`src/rtl/core/olid_pkg.sv`:
```
package olid_pkg;

	localparam int CAPACITY_DEF = 16;
	localparam int WORD_W       = 32;
	// widest entry index, for capacities up to 64
	localparam int MAX_IDX_W    = 6;
	localparam int POS_W        = 4;

	typedef enum logic [2:0] {
		MD_INS_TAIL = 3'd0,
		MD_INS_HEAD = 3'd1,
		MD_INS_AT   = 3'd2,
		MD_DEL_AT   = 3'd3,
		MD_DEL_HEAD = 3'd4,
		MD_DEL_TAIL = 3'd5,
		MD_TRAVERSE = 3'd6
	} mode_t;

	typedef enum logic [1:0] {
		ST_OK     = 2'd0,
		ST_FULL   = 2'd1,
		ST_EMPTY  = 2'd2,
		ST_BADIDX = 2'd3
	} status_t;

	typedef enum logic [1:0] {
		S_IDLE,
		S_SHIFT,
		S_TRAV
	} state_t;

	// one read port and one write port of the entry memory
	typedef struct packed {
		logic                     re;
		logic [MAX_IDX_W-1:0]     raddr;
		logic                     we;
		logic [MAX_IDX_W-1:0]     waddr;
		logic [WORD_W-1:0]        wdata;
	} mem_req_t;

endpackage

```
`src/rtl/core/ordered_list_insert_delete.sv`:
```
// Insert or delete: the single result goes to the pending register, then to the
// output register once that is free. The shift pass moves one entry per cycle
// through the entry memory's single read port; no new item is taken until the
// pass has ended and the pending result has moved on to the output register.
// Traverse: entries go in order to the output register, one per cycle while free.
// Reset clears the count and the handshake state; entry memory is not cleared.
module ordered_list_insert_delete #(
	parameter int CAPACITY = olid_pkg::CAPACITY_DEF,
	localparam int CW = $clog2(CAPACITY + 1)
) (
	input  logic                               clk,
	input  logic                               arst_n,
	input  logic                               in_valid,
	output logic                               in_ready,
	input  logic [2:0]                         mode,
	input  logic signed [olid_pkg::WORD_W-1:0] value,
	input  logic [olid_pkg::POS_W-1:0]         position,
	output logic                               out_valid,
	input  logic                               out_ready,
	output logic [1:0]                         status,
	output logic signed [olid_pkg::WORD_W-1:0] result_value,
	output logic [CW-1:0]                      entry_count,
	output logic                               last
);

	// request to, and read data from, the entry memory
	olid_pkg::mem_req_t          mem_req;
	logic [olid_pkg::WORD_W-1:0] mem_rdata;

	// sequencer: decode the item, run the shift or traverse pass, hold results
	olid_ctrl #(
		.CAPACITY (CAPACITY)
	) u_ctrl (
		.clk          (clk),
		.arst_n       (arst_n),
		.in_valid     (in_valid),
		.in_ready     (in_ready),
		.mode         (mode),
		.value        (value),
		.position     (position),
		.out_valid    (out_valid),
		.out_ready    (out_ready),
		.status       (status),
		.result_value (result_value),
		.entry_count  (entry_count),
		.last         (last),
		.mem_req      (mem_req),
		.mem_rdata    (mem_rdata)
	);

	// entry store: one read and one write a cycle, registered read data
	olid_mem #(
		.DEPTH (CAPACITY)
	) u_mem (
		.clk   (clk),
		.req   (mem_req),
		.rdata (mem_rdata)
	);

endmodule

```
`src/rtl/core/olid_mem.sv`:
```
module olid_mem #(
	parameter int DEPTH = olid_pkg::CAPACITY_DEF
) (
	input  logic                        clk,
	input  olid_pkg::mem_req_t          req,
	output logic [olid_pkg::WORD_W-1:0] rdata
);

	localparam int AW = (DEPTH > 1) ? $clog2(DEPTH) : 1;

	logic [olid_pkg::WORD_W-1:0] mem [DEPTH];

	always_ff @(posedge clk) begin
		if (req.we) begin
			mem[req.waddr[AW-1:0]] <= req.wdata;
		end
	end

	// read data holds while no read is issued
	always_ff @(posedge clk) begin
		if (req.re) begin
			rdata <= mem[req.raddr[AW-1:0]];
		end
	end

endmodule

```
`src/rtl/core/olid_ctrl.sv`:
```
module olid_ctrl #(
	parameter int CAPACITY = olid_pkg::CAPACITY_DEF,
	localparam int CW = $clog2(CAPACITY + 1)
) (
	input  logic                               clk,
	input  logic                               arst_n,
	input  logic                               in_valid,
	output logic                               in_ready,
	input  logic [2:0]                         mode,
	input  logic signed [olid_pkg::WORD_W-1:0] value,
	input  logic [olid_pkg::POS_W-1:0]         position,
	output logic                               out_valid,
	input  logic                               out_ready,
	output logic [1:0]                         status,
	output logic signed [olid_pkg::WORD_W-1:0] result_value,
	output logic [CW-1:0]                      entry_count,
	output logic                               last,
	output olid_pkg::mem_req_t                 mem_req,
	input  logic [olid_pkg::WORD_W-1:0]        mem_rdata
);

	localparam int IW = $clog2(CAPACITY);
	localparam int PW = CW + olid_pkg::POS_W;
	localparam int WW = olid_pkg::WORD_W;

	olid_pkg::state_t  state_q, state_d;
	logic [CW-1:0]     count_q;

	// pending single result, waiting for the output register
	logic              pend_q;
	olid_pkg::status_t pst_q;
	logic [WW-1:0]     pval_q;

	// output register
	logic              ovalid_q;
	olid_pkg::status_t ost_q;
	logic [WW-1:0]     oval_q;
	logic [CW-1:0]     ocnt_q;
	logic              olast_q;

	// shift sequencer
	logic              up_q;
	logic              rd_more_q;
	logic [IW-1:0]     src_q;
	logic [IW-1:0]     at_q;
	logic [WW-1:0]     w_q;
	logic              wr_valid_s1;
	logic [IW-1:0]     wr_addr_s1;

	// traverse
	logic [IW-1:0]     tidx_q;

	// accept decode
	logic              in_fire;
	logic              out_free;
	logic              cnt_full;
	logic              cnt_zero;
	logic              pos_ok;
	logic [CW-1:0]     at_c;
	logic              d_pend;
	olid_pkg::status_t d_st;
	logic [WW-1:0]     d_val;
	logic              d_shift;
	logic              d_up;
	logic              d_trav;
	logic              trav_last;
	logic              ld_pend;
	logic              ld_trav;

	assign in_ready = (state_q == olid_pkg::S_IDLE) && !pend_q;
	assign in_fire  = in_valid && in_ready;
	assign out_free = !ovalid_q || out_ready;
	assign cnt_full = (count_q == CW'(CAPACITY));
	assign cnt_zero = (count_q == '0);
	assign pos_ok   = (PW'(position) < PW'(count_q));
	assign trav_last = (tidx_q == IW'(count_q - CW'(1)));
	assign ld_pend  = pend_q && out_free;
	assign ld_trav  = (state_q == olid_pkg::S_TRAV) && out_free;

	always_comb begin
		d_pend  = 1'b0;
		d_st    = olid_pkg::ST_OK;
		d_val   = '0;
		d_shift = 1'b0;
		d_up    = 1'b0;
		d_trav  = 1'b0;
		at_c    = '0;
		case (olid_pkg::mode_t'(mode))
			olid_pkg::MD_INS_TAIL, olid_pkg::MD_INS_HEAD, olid_pkg::MD_INS_AT: begin
				d_pend = 1'b1;
				d_up   = 1'b1;
				if (mode == olid_pkg::MD_INS_TAIL) begin
					at_c = count_q;
				end else if (mode == olid_pkg::MD_INS_AT) begin
					at_c = CW'(PW'(position));
				end
				if (cnt_full) begin
					d_st = olid_pkg::ST_FULL;
				end else if (mode == olid_pkg::MD_INS_AT && !pos_ok) begin
					d_st = olid_pkg::ST_BADIDX;
				end else begin
					d_val   = value;
					d_shift = 1'b1;
				end
			end
			olid_pkg::MD_DEL_AT, olid_pkg::MD_DEL_HEAD, olid_pkg::MD_DEL_TAIL: begin
				d_pend = 1'b1;
				if (mode == olid_pkg::MD_DEL_AT) begin
					at_c = CW'(PW'(position));
				end else if (mode == olid_pkg::MD_DEL_TAIL) begin
					at_c = count_q - CW'(1);
				end
				if (cnt_zero) begin
					d_st = olid_pkg::ST_EMPTY;
				end else if (mode == olid_pkg::MD_DEL_AT && !pos_ok) begin
					d_st = olid_pkg::ST_BADIDX;
				end else begin
					d_val   = WW'(at_c);
					d_shift = 1'b1;
				end
			end
			olid_pkg::MD_TRAVERSE: begin
				if (cnt_zero) begin
					d_pend = 1'b1;
				end else begin
					d_trav = 1'b1;
				end
			end
			default: begin
			end
		endcase
	end

	// next state
	always_comb begin
		state_d = state_q;
		case (state_q)
			olid_pkg::S_IDLE: begin
				if (in_fire && d_shift) begin
					state_d = olid_pkg::S_SHIFT;
				end else if (in_fire && d_trav) begin
					state_d = olid_pkg::S_TRAV;
				end
			end
			olid_pkg::S_SHIFT: begin
				if (!rd_more_q && !wr_valid_s1) begin
					state_d = olid_pkg::S_IDLE;
				end
			end
			olid_pkg::S_TRAV: begin
				if (out_free && trav_last) begin
					state_d = olid_pkg::S_IDLE;
				end
			end
			default: begin
				state_d = olid_pkg::S_IDLE;
			end
		endcase
	end

	// memory port
	always_comb begin
		mem_req = '0;
		case (state_q)
			olid_pkg::S_IDLE: begin
				if (in_fire && d_trav) begin
					mem_req.re = 1'b1;
				end
			end
			olid_pkg::S_SHIFT: begin
				if (rd_more_q) begin
					mem_req.re    = 1'b1;
					mem_req.raddr = olid_pkg::MAX_IDX_W'(src_q);
				end
				if (wr_valid_s1) begin
					mem_req.we    = 1'b1;
					mem_req.waddr = olid_pkg::MAX_IDX_W'(wr_addr_s1);
					mem_req.wdata = mem_rdata;
				end else if (!rd_more_q && up_q) begin
					mem_req.we    = 1'b1;
					mem_req.waddr = olid_pkg::MAX_IDX_W'(at_q);
					mem_req.wdata = w_q;
				end
			end
			olid_pkg::S_TRAV: begin
				if (out_free && !trav_last) begin
					mem_req.re    = 1'b1;
					mem_req.raddr = olid_pkg::MAX_IDX_W'(tidx_q + IW'(1));
				end
			end
			default: begin
			end
		endcase
	end

	always_ff @(posedge clk or negedge arst_n) begin
		if (!arst_n) begin
			state_q     <= olid_pkg::S_IDLE;
			count_q     <= '0;
			pend_q      <= 1'b0;
			ovalid_q    <= 1'b0;
			rd_more_q   <= 1'b0;
			wr_valid_s1 <= 1'b0;
		end else begin
			state_q <= state_d;
			if (in_fire && d_shift) begin
				count_q   <= d_up ? count_q + CW'(1) : count_q - CW'(1);
				rd_more_q <= d_up ? (at_c < count_q) : ((at_c + CW'(1)) < count_q);
			end else if (state_q == olid_pkg::S_SHIFT && rd_more_q) begin
				rd_more_q <= up_q ? (src_q != at_q) : (src_q != IW'(count_q));
			end
			if (state_q == olid_pkg::S_SHIFT) begin
				wr_valid_s1 <= rd_more_q;
			end
			if (in_fire && d_pend) begin
				pend_q <= 1'b1;
			end else if (ld_pend) begin
				pend_q <= 1'b0;
			end
			if (ld_pend || ld_trav) begin
				ovalid_q <= 1'b1;
			end else if (out_ready) begin
				ovalid_q <= 1'b0;
			end
		end
	end

	// payload and pointers
	always_ff @(posedge clk) begin
		if (in_fire) begin
			pst_q  <= d_st;
			pval_q <= d_val;
			up_q   <= d_up;
			at_q   <= IW'(at_c);
			w_q    <= value;
			src_q  <= d_up ? IW'(count_q - CW'(1)) : IW'(at_c + CW'(1));
			tidx_q <= '0;
		end else if (state_q == olid_pkg::S_SHIFT && rd_more_q) begin
			src_q <= up_q ? src_q - IW'(1) : src_q + IW'(1);
		end else if (ld_trav && !trav_last) begin
			tidx_q <= tidx_q + IW'(1);
		end
		if (state_q == olid_pkg::S_SHIFT) begin
			wr_addr_s1 <= up_q ? src_q + IW'(1) : src_q - IW'(1);
		end
		if (ld_pend) begin
			ost_q   <= pst_q;
			oval_q  <= pval_q;
			ocnt_q  <= count_q;
			olast_q <= 1'b1;
		end else if (ld_trav) begin
			ost_q   <= olid_pkg::ST_OK;
			oval_q  <= mem_rdata;
			ocnt_q  <= count_q;
			olast_q <= trav_last;
		end
	end

	assign out_valid    = ovalid_q;
	assign status       = ost_q;
	assign result_value = oval_q;
	assign entry_count  = ocnt_q;
	assign last         = olast_q;

endmodule

```
`config.mk`:
```
export PLATFORM = sky130hd
export DESIGN_NAME = ordered_list_insert_delete
export DESIGN_NICKNAME = d
export VERILOG_FILES = /design/src/rtl/core/olid_pkg.sv /design/src/rtl/core/ordered_list_insert_delete.sv /design/src/rtl/core/olid_mem.sv /design/src/rtl/core/olid_ctrl.sv
export SDC_FILE = /design/constraint.sdc
export NUM_CORES = 1
export LEC_CHECK = 0
export ABC_AREA = 1
export BUFFER_PORTS_ARGS = -buffer_cell sky130_fd_sc_hd__buf_2
export CAP_MARGIN = 20
export CELL_PAD_IN_SITES_DETAIL_PLACEMENT = 1
export CELL_PAD_IN_SITES_GLOBAL_PLACEMENT = 2
export CORE_MARGIN = 8
export CORE_UTILIZATION = 40
export DETAILED_ROUTE_END_ITERATION = 10
export GPL_ROUTABILITY_DRIVEN = 0
export PLACE_DENSITY_LB_ADDON = 0.1
export SYNTH_ARGS = -nofsm -noshare
export SYNTH_HDL_FRONTEND = slang
export SYNTH_HIERARCHICAL = 1
export SYNTH_SLANG_ARGS = --single-unit
```
`constraint.sdc`:
```
create_clock -name clk -period 11.7 [get_ports clk]
set_clock_uncertainty 0.2 [all_clocks]
set_input_delay 0.585 -clock clk [delete_from_list [all_inputs] [get_ports clk]]
set_output_delay 0.585 -clock clk [all_outputs]
set_load 0.01 [all_outputs]
```
==> results of run 1 <==
[critical path, cell delays in order, from the launching register on]
cell	delay (ns)
dfrtp_1	0.42
inv_1	0.29
ha_1	0.37
xor2_1	0.17
o21ai_1	0.15
nor2_4	0.07
a21oi_4	0.29
nand2_1	0.15
o32ai_4	0.32
buf_4	0.83
buf_4	0.91
nand2_1	0.18
nand3_1	0.14
nand3_1	0.11
nand3_1	0.10
nand2_1	0.06
[routing by layer]
metal | part of all wire | wire [µm] | vias up
li1 | - | - | 9594
met1 | 0.46 | 40280 | 10380
met2 | 0.48 | 42630 | 361
met3 | 0.038 | 3392 | 121
met4 | 0.025 | 2207 | 0
met5 | 0 | 0 | -
[flip-flops by register name, summed over array words and instances, names as in the netlist, 2 cells and up]
register,count
u_ctrl/count_q,5
u_ctrl/entry_count,5
u_ctrl/result_value,32
u_mem/rdata,32
u_mem/mem,512
u_ctrl/state_q,2
u_ctrl/pval_q,32
u_ctrl/wr_addr_s1,4
u_ctrl/status,2
u_ctrl/tidx_q,4
u_ctrl/src_q,4
u_ctrl/w_q,32
u_ctrl/at_q,4
u_ctrl/pst_q,2
[where the power goes]
group / internal, mW / leakage, nW / total, mW / switching [mW]
Sequential: 3.24 / 6.18 / 3.39 / 0.151
Clock: 1.40 / 1.19 / 2.37 / 0.970
Combinational: 0.514 / 7.02 / 1.94 / 1.42
Total: 5.16 / 14.4 / 7.70 / 2.55
[final cells by class]
class,count,share of cell area
Timing Repair Buffer,184,0.03708
Multi-Input combinational cell,1574,0.2116
Tap cell,969,0.03540
Clock inverter,35,0.009936
Clock buffer,105,0.06177
Sequential cell,678,0.5913
Inverter,477,0.05278
Antenna cell,1,0.00007306
[worst paths after layout]
path                                      endpoint               from  slack, ns
worst max-delay path               u_mem/rdata[13]  u_ctrl/count_q[1]       6.58
worst min-delay path              u_ctrl/out_valid          out_ready       0.11
worst max register to register     u_mem/rdata[13]  u_ctrl/count_q[1]       6.58
worst min register to register    u_ctrl/tidx_q[3]   u_ctrl/tidx_q[3]       0.31
max in group asynchronous       u_ctrl/wr_valid_s1             arst_n      10.88
min in group asynchronous        u_ctrl/count_q[3]             arst_n       0.19
[through the flow]
step                power (mW)  utilization  setup slack [ns]
finish                   7.704       0.4617             6.580
global route             8.099       0.4616             6.239
CTS                      7.777       0.4593             6.571
detailed placement       5.372       0.4217             6.600
global placement         5.315       0.4214             6.714
floorplan                4.589            -             7.930
[placed cells by master, fill, tap and decap left out, drive strengths merged, types with 6 or more instances in the layout]
cell	n
nand2	906
edfxtp	662
inv	480
nand3	416
buf	151
clkbuf	105
nor2	81
o21ai	60
a21oi	52
dlygate4sd3	33
clkinv	24
ha	21
dfrtp	11
xor2	8
bufinv	6
==> reports/metrics.yaml, run 1 <==
cts:
  postCtsHoldBufs: 33
  cts_root_buffer: "clkbuf_16"
  clock_sinks: 678
  cts_tree: "done"
  cts_max_path_buffers: 3
  htree_levels: 3
  postCtsSetupBuffers: 0
  ctsResizeCount: 0
  cts_buffers: 78
  clock_latency_ns: 0.61
  path_clk_slew_ns: 0.06
job:
  drv_cap: 0
grt:
  grt_overflow_total: 0
  gr-usage-met1: 0.2845
  use_met2: 0.3597
  use_met3: 0.03095
  grt_max_degree: 129
  grt_pass1_vias: 21650
  antenna_found_initial: 0
  grt_pass1_wl_um: 133600
  grtUsageTotal: 0.2123
  grt.busiest_layer: "met2"
floorplanning:
  die_area_mm2: 0.08381
  rows: 100
  ioPinCount: 85
  start_util: 0.4033
  die_height_um: 289.5
  die_x_um: 289.5
  core_mm2: 0.07420
layout:
  fin_cells: 4023
  n_fill_cell: 8094
  area.growth.synth_to_final_pct: 14.48
  drive_gt1_frac: 0.1051
  final_cell_area_mm2: 0.03425
  final-seq-area_mm2: 0.02025
  multi_input_area_mm2: 0.007249
  nets: 3057
synth:
  yosys_warnings: 6
  synth_cells: 2862
  netlist_area_mm2: 0.02992
  avgSynthCellArea_um2: 10.45
  syn-num-nets: 2926
power_and_ir_drop:
  ir_worst_vdd_mv: 0.1657
  p_leak_nw: 14.39
  powerDensity_mw_per_mm2: 224.9
sta:
  fin_crit_sh: 0.4376
  fin_setup_tns_ns: 0
  fmax_ghz: 0.1953
  post-route-min-period_ns: 5.120
  hold_viol: 0
  setup_viol: 0
  slew_viol_final: 0
  rsz0062_at_grt: "no"
  worst_pin_slew_ns: 1.182
  slew_headroom: 0.2117
  whs_ns: 0.1091
worst_setup_path:
  critPathCaptureType: "flop"
  ff2ff_path_depth: 15
  critPathMaxFanout: 89
  cp.required_ns: 11.87
  crit_type: "reg -> reg"
  critPathLaunchType: "flop"
  crit_arrival_ns: 5.29
route:
  dr.pass1.iters: 4
  drcViolationCount: 0
  via_per_inst: 5.086
  vias: 20460
  ant_nets: 0
  post_drt_wl_per_cell_um: 22.00
  drtIter0Drc: 1368
  routed_wl_um: 88510
placed_design:
  dp_hpwl_um: 47550
  postPlaceCellArea_mm2: 0.03129
  port_buffers: 84
  place_inst: 3826
worst_hold_path:
  min_path_type: "in -> reg"
  hold_depth: 4
run_status:
  outcome: "finished clean"
Power figures use the tool's default switching activity.
==> inputs of run 2 (changes only) <==
--- a/config.mk
+++ b/config.mk
@@ -11,7 +11,7 @@
 export CELL_PAD_IN_SITES_DETAIL_PLACEMENT = 1
 export CELL_PAD_IN_SITES_GLOBAL_PLACEMENT = 2
 export CORE_MARGIN = 8
-export CORE_UTILIZATION = 40
+export CORE_UTILIZATION = 38
 export DETAILED_ROUTE_END_ITERATION = 10
 export GPL_ROUTABILITY_DRIVEN = 0
 export PLACE_DENSITY_LB_ADDON = 0.1
==> constraint.sdc (replaced) <==
create_clock -name clk -period 4.5 [get_ports clk]
set_clock_uncertainty 0.2 [all_clocks]
set_input_delay 0.225 -clock clk [delete_from_list [all_inputs] [get_ports clk]]
set_output_delay 0.225 -clock clk [all_outputs]
set_load 0.01 [all_outputs]
==> run 2 against run 1 <==
Routed wire length up 2.7%. Highest routed layer unchanged. Clock power rose to 2.5 times the previous value. Via count rose by 0.64%.
==> reports/metrics.yaml, run 2 (same netlist as run 1, synthesis figures left out) <==
run_status:
  outcome: "finished clean"
cts:
  cts_tree: "done"
  postCtsSetupBuffers: 0
  cts_buffers: 78
  clock_sinks: 678
  cts_root_buffer: "clkbuf_16"
  path_clk_slew_ns: 0.06
  clock_latency_ns: 0.63
  ctsResizeCount: 0
  htree_levels: 3
  cts_max_path_buffers: 3
  postCtsHoldBufs: 43
floorplanning:
  ioPinCount: 85
  core_mm2: 0.07848
  start_util: 0.3812
  die_area_mm2: 0.08797
  die_x_um: 296.6
  die_height_um: 296.6
  rows: 103
sta:
  fmax_ghz: 0.2646
  setup_viol: 0
  fin_setup_tns_ns: 0
  slew_headroom: 0.3457
  setup_slack_ns: 0.7211
  fin_crit_sh: 0.8398
  rsz0062_at_grt: "no"
  worst_pin_slew_ns: 0.9814
  slew_viol_final: 0
  post-route-min-period_ns: 3.779
  hold_viol: 0
power_and_ir_drop:
  power.share.switching: 0.3373
  clkPwrFrac: 0.300
  powerDensity_mw_per_mm2: 576.0
  netSwitchingPower_mw: 6.777
  comb_power_share: 0.262
  p_leak_nw: 14.61
  ir_worst_vdd_mv: 0.3501
  pwr-share-seq: 0.439
  intPower_mw: 13.31
worst_setup_path:
  r2r-end: "u_mem/rdata[15]"
  cp_cell_sequence: "inv_1, ha_1, xor2_1, o21ai_1, nor2_4, a21oi_4, nand2_1, o32ai_4, buf_12, nand2_1, nand3_1, nand3_1, nand3_1, nand2_1"
  ff2ff_path_depth: 14
  critPathMaxFanout: 135
  slowest_stage: "buf_12"
  critPathCaptureType: "flop"
  cp.required_ns: 4.65
  crit_type: "reg -> reg"
  slowest_delay_ns: 0.53
  crit_arrival_ns: 3.93
  reg2reg_slack_ns: 0.72
  critPathLaunchType: "flop"
  r2r-start: "u_ctrl/count_q[1]"
layout:
  final_common_cell: "nand2_1"
  antenna_cells: 0
  nets: 3088
  area.growth.synth_to_final_pct: 16.57
  n_fill_cell: 8515
  drive_gt1_frac: 0.1102
  final_cell_mix: "892 x nand2_1, 662 x edfxtp_1, 462 x inv_1"
  largest_reg_flops: 512
  final_cell_area_mm2: 0.03488
placed_design:
  post-place-ws_ns: 0.7492
  dp_hpwl_um: 50990
  port_buffers: 84
  postPlaceCellArea_mm2: 0.03194
worst_hold_path:
  min_to: "u_ctrl/pval_q[1]"
  min_path_type: "in -> reg"
  hold_depth: 5
  min-delay-start: "position[1]"
grt:
  antenna_found_initial: 1
  grt_max_degree: 136
  grtUsageTotal: 0.2064
  grt_pass1_vias: 21960
  grt_pass1_wl_um: 136500
  grt_overflow_total: 0
route:
  drcViolationCount: 0
  routed_wl_um: 90930
  drtIter0Drc: 1200
  dr.pass1.iters: 5
  ant_nets: 0
  vias: 20590
  post_drt_wl_per_cell_um: 21.98
  via_per_inst: 4.978
job:
  drv_cap: 0
==> run 2: cell types whose count changed in the layout (fill, tap and decap cells not counted), sizes merged <==
cell / delta
buf: +21
clkinv: +18
clkbuf: -12
dlygate4sd3: +10
bufinv: -2
inv: -2
diode: -1
==> run 2: area by class of cell <==
| type | count | area, µm² | share of cell area |
|---|---|---|---|
| Tap cell | 1050 | 1314 | 0.03767 |
| Clock buffer | 93 | 2008 | 0.05757 |
| Sequential cell | 678 | 20250 | 0.5807 |
| Timing Repair Buffer | 215 | 1862 | 0.05338 |
| Clock inverter | 49 | 384.1 | 0.01101 |
| Inverter | 477 | 1808 | 0.05183 |
| Multi-Input combinational cell | 1574 | 7249 | 0.2078 |
==> run 2: how the worst max path moves through the flow <==
stage / slack, ns / end / startpoint
finish: 0.72 / u_mem/rdata[15] / u_ctrl/count_q[1]
global route: 0.48 / u_mem/rdata[18] / u_ctrl/count_q[1]
CTS: 0.71 / u_mem/rdata[12] / u_ctrl/count_q[1]
detailed placement: 0.75 / u_mem/rdata[0] / u_ctrl/count_q[1]
global placement: 0.81 / u_mem/rdata[28] / u_ctrl/count_q[1]
floorplan: 0.73 / u_mem/rdata[0] / u_ctrl/count_q[1]
==> run 2: power groups by stage <==
stage	logic, mW	clock network (mW)	registers [mW]
after floorplan	3.03	0	8.90
after global routing	5.83	6.40	8.89
final	5.26	6.02	8.81
after CTS	5.31	6.18	8.84
after detailed placement	5.26	0	8.95
after global placement	5.11	0	8.94
==> run 2: layer usage <==
layer | vias to the layer above | GRT usage | wire length [µm]
met5 | - | 0 | 0
met4 | 0 | 0.05654 | 2345
li1 | 9663 | - | -
met1 | 10460 | 0.2663 | 40180
met2 | 327 | 0.3614 | 45400
met3 | 142 | 0.02999 | 2999
==> run 2: stage by stage <==
| stage | hold WS [ns] | cells | power [mW] | utilization |
|---|---|---|---|---|
| 2_1_floorplan | -0.2706 | 2862 | 11.93 | - |
| 3_3_place_gp | -0.04695 | 3935 | 14.05 | 0.4068 |
| 3_5_place_dp | -0.05546 | 3936 | 14.20 | 0.4070 |
| 4_1_cts | 0.008204 | 4121 | 20.33 | 0.4430 |
| 5_1_grt | 0.05301 | 4136 | 21.11 | 0.4444 |
| 6_report | 0.04859 | 4136 | 20.09 | 0.4444 |
==> run 2: worst max-delay path, delay by kind of cell (launching register included) <==
family	cells	cell delay [ns]
simple gates	7	0.74
flops	1	0.42
fa+ha+maj	1	0.37
xor+xnor	1	0.17
compound gates	3	0.67
buf+inv	2	0.79
